===== config.mk =====
export PLATFORM = sky130hd
export DESIGN_NAME = polyphase_decimating_fir
export DESIGN_NICKNAME = d
export VERILOG_FILES = /design/src/design/pdf_pkg.sv /design/src/design/polyphase_decimating_fir.sv /design/src/design/pdf_ram.sv /design/src/design/pdf_ctrl.sv /design/src/design/pdf_dp.sv
export SDC_FILE = /design/constraint.sdc
export NUM_CORES = 2
export LEC_CHECK = 0
export BUFFER_PORTS_ARGS = -buffer_cell sky130_fd_sc_hd__buf_2
export CAP_MARGIN = 0
export CORE_MARGIN = 8
export CORE_UTILIZATION = 25
export CTS_CLUSTER_SIZE = 28
export DETAILED_ROUTE_END_ITERATION = 6
export PLACE_DENSITY = 0.37
export SYNTH_ARGS = -nofsm -noshare
export SYNTH_HDL_FRONTEND = slang
export SYNTH_SLANG_ARGS = --single-unit

===== constraint.sdc =====
create_clock -name clk -period 13.35 [get_ports clk]
set_input_delay 2.67 -clock clk [delete_from_list [all_inputs] [get_ports clk]]
set_output_delay 2.67 -clock clk [all_outputs]
set_load 0.005 [all_outputs]

===== src/design/pdf_pkg.sv =====
// ----------------------------------------------------------------------------
// pdf_pkg
// shared constants, coefficient rom and control types of the polyphase
// decimating fir
// ----------------------------------------------------------------------------
package pdf_pkg;

  localparam int PHASES  = 4;
  localparam int TAPS    = 11;
  localparam int DATA_W  = 16;
  localparam int PROD_W  = 2 * DATA_W;
  localparam int ACC_W   = 32;
  localparam int PROD_SH = 8;
  localparam int OUT_SH  = 7;
  localparam int NUM_ENT = PHASES * TAPS;
  localparam int ADDR_W  = (NUM_ENT > 1) ? $clog2(NUM_ENT) : 1;
  localparam int ROW_W   = (PHASES > 1) ? $clog2(PHASES) : 1;
  localparam int TAP_W   = (TAPS > 1) ? $clog2(TAPS) : 1;

  localparam logic signed [DATA_W-1:0] COEF_ROM [PHASES][TAPS] = '{
    '{-16'sd15, -16'sd119, 16'sd337, -16'sd219, -16'sd1029, 16'sd6888,
      16'sd2247, 16'sd484, -16'sd612, 16'sd223, 16'sd9},
    '{16'sd72, -16'sd172, 16'sd94, 16'sd612, -16'sd2127, 16'sd10199,
      -16'sd1205, 16'sd1092, -16'sd378, -16'sd34, 16'sd79},
    '{16'sd79, -16'sd34, -16'sd378, 16'sd1092, -16'sd1205, 16'sd10199,
      -16'sd2127, 16'sd612, 16'sd94, -16'sd172, 16'sd72},
    '{16'sd9, 16'sd223, -16'sd612, 16'sd484, 16'sd2247, 16'sd6888,
      -16'sd1029, -16'sd219, 16'sd337, -16'sd119, -16'sd15}
  };

  typedef enum logic [2:0] {
    S_IDLE,
    S_ISSUE,
    S_DRAIN1,
    S_DRAIN2,
    S_FINISH
  } state_t;

  typedef struct packed {
    logic             load;
    logic             issue;
    logic [TAP_W-1:0] tap;
    logic             finish;
  } pdf_cmd_t;

  typedef struct packed {
    logic last_phase;
    logic out_free;
  } pdf_sts_t;

endpackage


===== src/design/polyphase_decimating_fir.sv =====
// ----------------------------------------------------------------------------
// polyphase_decimating_fir
// 44-tap low-pass fir decimating by 4, split into 4 phases of 11 taps,
// one shared multiply-accumulate stepping over the taps of a phase
// ----------------------------------------------------------------------------
//  channel  ports                              direction
//  in       in_valid in_ready in_sample in_last   sink
//  out      out_valid out_ready out_sample out_last source
//
//  each sample runs, before the next is accepted, through the accept cycle,
//  a step for each tap through the single delay line ram port pair and the
//  multiplier, the drain states S_DRAIN1 and S_DRAIN2, and the commit cycle
//  every fourth sample loads the output register; a new sample is taken
//  while that result still waits
//  the commit cycle of a fourth sample holds while the output register is
//  still full
//  synchronous active-low reset clears counters, total and delay line
//  valid bits; the ram itself is not cleared
module polyphase_decimating_fir (
  input  logic                              clk,
  input  logic                              rst_n,
  input  logic                              in_valid,
  output logic                              in_ready,
  input  logic signed [pdf_pkg::DATA_W-1:0] in_sample,
  input  logic                              in_last,
  output logic                              out_valid,
  input  logic                              out_ready,
  output logic signed [pdf_pkg::DATA_W-1:0] out_sample,
  output logic                              out_last
);
  import pdf_pkg::*;

  pdf_cmd_t cmd;
  pdf_sts_t sts;

  pdf_ctrl u_ctrl (
    .clk      (clk),
    .rst_n    (rst_n),
    .in_valid (in_valid),
    .in_ready (in_ready),
    .sts      (sts),
    .cmd      (cmd)
  );

  pdf_dp u_dp (
    .clk        (clk),
    .rst_n      (rst_n),
    .in_sample  (in_sample),
    .in_last    (in_last),
    .cmd        (cmd),
    .sts        (sts),
    .out_valid  (out_valid),
    .out_ready  (out_ready),
    .out_sample (out_sample),
    .out_last   (out_last)
  );

endmodule


===== src/design/pdf_ram.sv =====
// ----------------------------------------------------------------------------
// pdf_ram
// generic simple dual port ram, one write port, one registered read port
// ----------------------------------------------------------------------------
module pdf_ram #(
  parameter int WIDTH = 16,
  parameter int DEPTH = 44
) (
  input  logic                     clk,
  input  logic                     we,
  input  logic [$clog2(DEPTH)-1:0] waddr,
  input  logic [WIDTH-1:0]         wdata,
  input  logic                     re,
  input  logic [$clog2(DEPTH)-1:0] raddr,
  output logic [WIDTH-1:0]         rdata
);

  logic [WIDTH-1:0] mem [DEPTH];
  logic [WIDTH-1:0] rdata_r;

  always_ff @(posedge clk) begin
    if (we) begin
      mem[waddr] <= wdata;
    end
    if (re) begin
      rdata_r <= mem[raddr];
    end
  end

  assign rdata = rdata_r;

endmodule


===== src/design/pdf_ctrl.sv =====
// ----------------------------------------------------------------------------
// pdf_ctrl
// sequencer of the polyphase decimating fir: accepts a sample, steps the
// tap counter, waits for the mac pipeline and commits the phase
// ----------------------------------------------------------------------------
module pdf_ctrl (
  input  logic               clk,
  input  logic               rst_n,
  input  logic               in_valid,
  output logic               in_ready,
  input  pdf_pkg::pdf_sts_t  sts,
  output pdf_pkg::pdf_cmd_t  cmd
);
  import pdf_pkg::*;

  state_t           state_r, state_nxt;
  logic [TAP_W-1:0] tap_r, tap_nxt;

  always_ff @(posedge clk) begin
    if (!rst_n) begin
      state_r <= S_IDLE;
      tap_r   <= '0;
    end else begin
      state_r <= state_nxt;
      tap_r   <= tap_nxt;
    end
  end

  // next state
  always_comb begin
    state_nxt = state_r;
    tap_nxt   = tap_r;
    case (state_r)
      S_IDLE: begin
        if (in_valid) begin
          state_nxt = S_ISSUE;
          tap_nxt   = TAP_W'(TAPS - 1);
        end
      end
      S_ISSUE: begin
        if (tap_r == '0) begin
          state_nxt = S_DRAIN1;
        end else begin
          tap_nxt = tap_r - TAP_W'(1);
        end
      end
      S_DRAIN1: state_nxt = S_DRAIN2;
      S_DRAIN2: state_nxt = S_FINISH;
      S_FINISH: begin
        if (!sts.last_phase || sts.out_free) begin
          state_nxt = S_IDLE;
        end
      end
      default: state_nxt = S_IDLE;
    endcase
  end

  // outputs
  always_comb begin
    in_ready   = 1'b0;
    cmd.load   = 1'b0;
    cmd.issue  = 1'b0;
    cmd.finish = 1'b0;
    cmd.tap    = tap_r;
    case (state_r)
      S_IDLE: begin
        in_ready = 1'b1;
        cmd.load = in_valid;
      end
      S_ISSUE:  cmd.issue = 1'b1;
      S_DRAIN1: ;
      S_DRAIN2: ;
      S_FINISH: cmd.finish = !sts.last_phase || sts.out_free;
      default: ;
    endcase
  end

  a_load_starts_issue: assert property (@(posedge clk) disable iff (!rst_n)
    cmd.load |=> state_r == S_ISSUE && tap_r == TAP_W'(TAPS - 1))
    else $error("load did not start tap sequence");

  a_finish_blocked: assert property (@(posedge clk) disable iff (!rst_n)
    state_r == S_FINISH && sts.last_phase && !sts.out_free |=> state_r == S_FINISH)
    else $error("finish left while output slot busy");

endmodule


===== src/design/pdf_dp.sv =====
// ----------------------------------------------------------------------------
// pdf_dp
// datapath: delay line ram with valid bits, shared multiplier, running
// total, phase counter and output register
// ----------------------------------------------------------------------------
module pdf_dp (
  input  logic                                clk,
  input  logic                                rst_n,
  input  logic signed [pdf_pkg::DATA_W-1:0]   in_sample,
  input  logic                                in_last,
  input  pdf_pkg::pdf_cmd_t                   cmd,
  output pdf_pkg::pdf_sts_t                   sts,
  output logic                                out_valid,
  input  logic                                out_ready,
  output logic signed [pdf_pkg::DATA_W-1:0]   out_sample,
  output logic                                out_last
);
  import pdf_pkg::*;

  logic signed [DATA_W-1:0] sample_r;
  logic                     last_r;
  logic [ROW_W-1:0]         cnt_r;
  logic [ACC_W-1:0]         total_r;
  logic [NUM_ENT-1:0]       vbit_r;
  logic                     s1_v_r;
  logic [TAP_W-1:0]         s1_tap_r;
  logic                     s1_ok_r;
  logic                     s2_v_r;
  logic signed [PROD_W-1:0] prod_r;
  logic                     out_valid_r;
  logic signed [DATA_W-1:0] out_sample_r;
  logic                     out_last_r;

  logic [ROW_W-1:0]         row;
  logic [ADDR_W-1:0]        base;
  logic [ADDR_W-1:0]        rd_addr;
  logic [ADDR_W-1:0]        wr_addr;
  logic                     rd_en;
  logic [DATA_W-1:0]        ram_rdata;
  logic signed [DATA_W-1:0] tap_data;
  logic signed [DATA_W-1:0] coef;
  logic signed [PROD_W-1:0] prod;
  logic                     out_free;

  assign row     = ROW_W'(PHASES - 1) - cnt_r;
  assign base    = ADDR_W'(ADDR_W'(row) * ADDR_W'(TAPS));
  assign rd_en   = cmd.issue && (cmd.tap != '0);
  assign rd_addr = base + ADDR_W'(cmd.tap) - ADDR_W'(1);
  assign wr_addr = base + ADDR_W'(s1_tap_r);

  pdf_ram #(
    .WIDTH (DATA_W),
    .DEPTH (NUM_ENT)
  ) u_ram (
    .clk   (clk),
    .we    (s1_v_r),
    .waddr (wr_addr),
    .wdata (tap_data),
    .re    (rd_en),
    .raddr (rd_addr),
    .rdata (ram_rdata)
  );

  // tap 0 takes the new sample, the rest shift from the previous tap, or take zero while it is still invalid
  always_comb begin
    if (s1_tap_r == '0) begin
      tap_data = sample_r;
    end else if (s1_ok_r) begin
      tap_data = ram_rdata;
    end else begin
      tap_data = '0;
    end
  end

  assign coef     = COEF_ROM[row][s1_tap_r];
  assign prod     = tap_data * coef;
  assign out_free = !out_valid_r || out_ready;

  always_ff @(posedge clk) begin
    if (cmd.load) begin
      sample_r <= in_sample;
      last_r   <= in_last;
    end
    s1_tap_r <= cmd.tap;
    s1_ok_r  <= vbit_r[rd_addr];
    prod_r   <= prod;
  end

  always_ff @(posedge clk) begin
    if (!rst_n) begin
      cnt_r       <= '0;
      total_r     <= '0;
      vbit_r      <= '0;
      s1_v_r      <= 1'b0;
      s2_v_r      <= 1'b0;
      out_valid_r <= 1'b0;
    end else begin
      s1_v_r <= cmd.issue;
      s2_v_r <= s1_v_r;
      if (s1_v_r) begin
        vbit_r[wr_addr] <= 1'b1;
      end
      // truncate q2.30 product to q10.22, wrap at 32 bits
      if (s2_v_r) begin
        total_r <= total_r + ACC_W'({{PROD_SH{prod_r[PROD_W-1]}}, prod_r[PROD_W-1:PROD_SH]});
      end
      if (cmd.finish && sts.last_phase) begin
        out_valid_r <= 1'b1;
      end else if (out_valid_r && out_ready) begin
        out_valid_r <= 1'b0;
      end
      if (cmd.finish) begin
        if (sts.last_phase) begin
          cnt_r   <= '0;
          total_r <= '0;
        end else begin
          cnt_r <= cnt_r + ROW_W'(1);
        end
      end
    end
  end

  always_ff @(posedge clk) begin
    if (cmd.finish && sts.last_phase) begin
      out_sample_r <= total_r[OUT_SH +: DATA_W];
      out_last_r   <= last_r;
    end
  end

  assign sts.last_phase = (cnt_r == ROW_W'(PHASES - 1));
  assign sts.out_free   = out_free;
  assign out_valid      = out_valid_r;
  assign out_sample     = out_sample_r;
  assign out_last       = out_last_r;

  a_no_port_clash: assert property (@(posedge clk) disable iff (!rst_n)
    s1_v_r && rd_en |-> wr_addr != rd_addr)
    else $error("delay line read and write collide");

  a_group_clears: assert property (@(posedge clk) disable iff (!rst_n)
    cmd.finish && sts.last_phase |=> total_r == '0 && cnt_r == '0 && out_valid_r)
    else $error("group end did not clear total and counter");

  a_cnt_range: assert property (@(posedge clk) disable iff (!rst_n)
    cnt_r <= ROW_W'(PHASES - 1))
    else $error("phase counter out of range");

endmodule

==> flow_summary.json <==
{
  "synthArstFlopShare_pct": 0,
  "rsz0062_at_grt": "no",
  "place_hpwl_microns": 82300,
  "grt_max_degree": 109,
  "syn_inst": 2944,
  "dr.first_iter.drc_count": 1793,
  "layoutNonFillerInstCount": 5460,
  "vias_per_cell": 4.43,
  "tightest_slew_ps": 1150,
  "io_buffers": 39,
  "worst_ep_arrival_time_ps": 9320,
  "dp_slack_ps": 4660,
  "drc": 0,
  "worst_skew_pair.late_latency_ps": 710,
  "finalCritPeriodShare_pct": 65.2,
  "grt.total_usage_pct": 13.3,
  "holdBufCountCts": 0,
  "synth_edf_count": 754,
  "ctsResizeCount": 0,
  "drv_cap": 0,
  "cp-end-kind": "register",
  "gp_congestion": 0.765,
  "setup_violations": 0,
  "syn_nets": 3344,
  "synthTopCellsByArea": "edfxtp_1 (51%), mux4_2 (12%), fa_1 (12%)",
  "outcome": "completed",
  "wl_met2_microns": 59200,
  "syn-cell-area_sq_um": 44100,
  "fp.dieH_microns": 436,
  "min_period_ps": 8710,
  "htree_levels": 3,
  "fmax_mhz": 115,
  "synth_cell_types": 84,
  "initial_core_util_pct": 25.1,
  "ios": 40,
  "setup_ws_ps": 4640,
  "die_w_microns": 436,
  "min_path_type": "register to register",
  "synth_flop_cell": "edfxtp_1",
  "yosysTopAreaCell": "edfxtp_1",
  "synth_top_area_share_pct": 51.4,
  "area_growth_pct": 15.2,
  "slew_headroom_pct": 23.0,
  "overflow": 0,
  "cts_tree": "yes",
  "synth_seq_area_share_pct": 56.2,
  "fin_skew_ps": 32.0,
  "place_inst": 5273,
  "highest_layer": "met4",
  "drive_gt1_share_pct": 18.6,
  "hold_viol_final": 0,
  "cts_buffer_depth": 3,
  "crit_type": "register to register",
  "yosysMostFrequentCell": "edfxtp_1",
  "fin_tns_setup_ps": 0,
  "vias": 24181,
  "cp-start-kind": "register",
  "cp_max_fo": 16,
  "die_area_sq_um": 190000,
  "yosysWarnings": 0,
  "synth_common_cells": "edfxtp_1 (754), inv_1 (356), fa_1 (258)",
  "cts_setup_buffers": 0,
  "synth-seq-cells": 861,
  "met3_length_microns": 4480,
  "final_max_slew_viol_count": 0,
  "grt_pass1_wl_microns": 187000,
  "final_nets": 3433,
  "antenna_found_initial": 7,
  "hold_ws_ps": 377,
  "rows": 154,
  "grt_pass1_vias": 26082,
  "path_clk_slew_ps": 60,
  "wl_met1_microns": 59600,
  "wirelength_microns": 128000,
  "core_sq_um": 176000,
  "avgSynthCellArea_sq_um": 15.0,
  "root_buffer": "clkbuf_16",
  "drtPass1Iterations": 6,
  "avgRoutedWirePerCell_microns": 23.4,
  "cts_buffers": 98,
  "antenna_left": 0,
  "crit_required_ps": 13960,
  "clock_sinks": 861
}
-- area by class of cell --
| type | instances | area (sq um) |
|---|---|---|
| clock buffer | 129 | 2660 |
| timing repair buffer | 111 | 761 |
| fill | 17891 | 125000 |
| clock inverter | 53 | 589 |
| inverter | 367 | 1380 |
| antenna | 5 | 12.5 |
| tap | 2340 | 2930 |
| sequential | 861 | 24800 |
| multi-input combinational | 1594 | 17600 |
-- registers in the layout (all words and copies together) (netlist names), 2 cells and up --
| register | count |
|---|---|
| u_dp.u_ram.mem | 704 |
| u_dp.vbit_r | 44 |
| u_dp.prod_r | 23 |
| u_dp.total_r | 23 |
| u_dp.out_sample | 16 |
| u_dp.sample_r | 16 |
| u_dp.u_ram.rdata | 16 |
| u_ctrl.tap_r | 4 |
| u_dp.s1_tap_r | 4 |
| u_ctrl.state_r | 3 |
| u_dp.cnt_r | 2 |
-- cell families (layout without fill, tap and decap cells) --
kind of cell | count (synthesis) | in the layout | share of synthesized area [%]
buf+inv | 489 | 660 | 4.32
fa+ha+maj | 379 | 379 | 15.2
xor+xnor | 56 | 56 | 1.11
flops | 861 | 861 | 56.2
mux | 269 | 269 | 12.7
compound gates | 282 | 282 | 4.53
simple gates | 608 | 608 | 5.95
other cells | 0 | 5 | 0
-- final timing paths --
| kind | to | slack, ps | cells after the start | start |
|---|---|---|---|---|
| hold reg to reg | u_dp.s1_tap_r[2]$_DFF_P_ | 380 | 0 | u_ctrl.tap_r[2]$_SDFFE_PN0P_ |
| setup / recovery | u_dp.prod_r[30]$_DFF_P_ | 4640 | 26 | u_dp.cnt_r[0]$_SDFFE_PN0P_ |
| hold / removal | u_dp.s1_tap_r[2]$_DFF_P_ | 380 | 0 | u_ctrl.tap_r[2]$_SDFFE_PN0P_ |
| setup reg to reg | u_dp.prod_r[30]$_DFF_P_ | 4640 | 26 | u_dp.cnt_r[0]$_SDFFE_PN0P_ |
-- placed cells by master (no fill, tap or decap), types with 8 or more instances in the layout --
master,instances
clkbuf_1,23
nand2b_1,36
and2_1,16
inv_1,348
buf_4,70
xor2_1,11
xnor2_1,42
o21a_1,70
a21oi_1,46
clkbuf_16,99
o21ai_0,52
fa_1,257
a31oi_1,9
edfxtp_1,754
buf_2,39
nand2_1,209
clkinv_2,17
dfxtp_1,107
nand3_1,24
nor2_2,28
mux4_2,231
nand4_1,8
ha_1,119
bufinv_16,10
a21o_1,20
nor2_4,16
nor2_1,213
mux2i_1,35
nor3_1,19
a211oi_1,8
clkinv_1,22
inv_2,13
-- per-stage QoR --
stage | util, % | area [sq um]
finish | 28.9 | 50800
global route | 28.9 | 50800
CTS | 28.9 | 50700
detailed placement | 27.0 | 47500
global placement | 27.0 | 47500
floorplan | - | 44100
-- critical path: stages (launching register included) --
cell and delay, ps:
dfxtp_1 600, inv_1 290, ha_1 680, nand2b_1 130, a21boi_0 140, mux4_2 480
o21ai_2 790, nand2b_1 290, fa_1 480, inv_1 90, fa_1 590, fa_1 530
fa_1 500, fa_1 490, inv_1 50, fa_1 470, inv_1 40, ha_1 300
and2_1 210, nand2_1 70, nand2_1 60, a21o_1 190, a21o_1 200, a21o_1 180
or2_2 330, a21o_1 200, a311oi_2 240
-- metal layers --
layer / vias up / global-route usage, %
met5: - / 0
met2: 427 / 21.4
met3: 163 / 1.54
li1: 10774 / -
met4: 0 / 4.71
met1: 12817 / 18.7
Power is not shown: default switching activity piles up to over one toggle a cycle in this logic, so the estimate is an artifact.
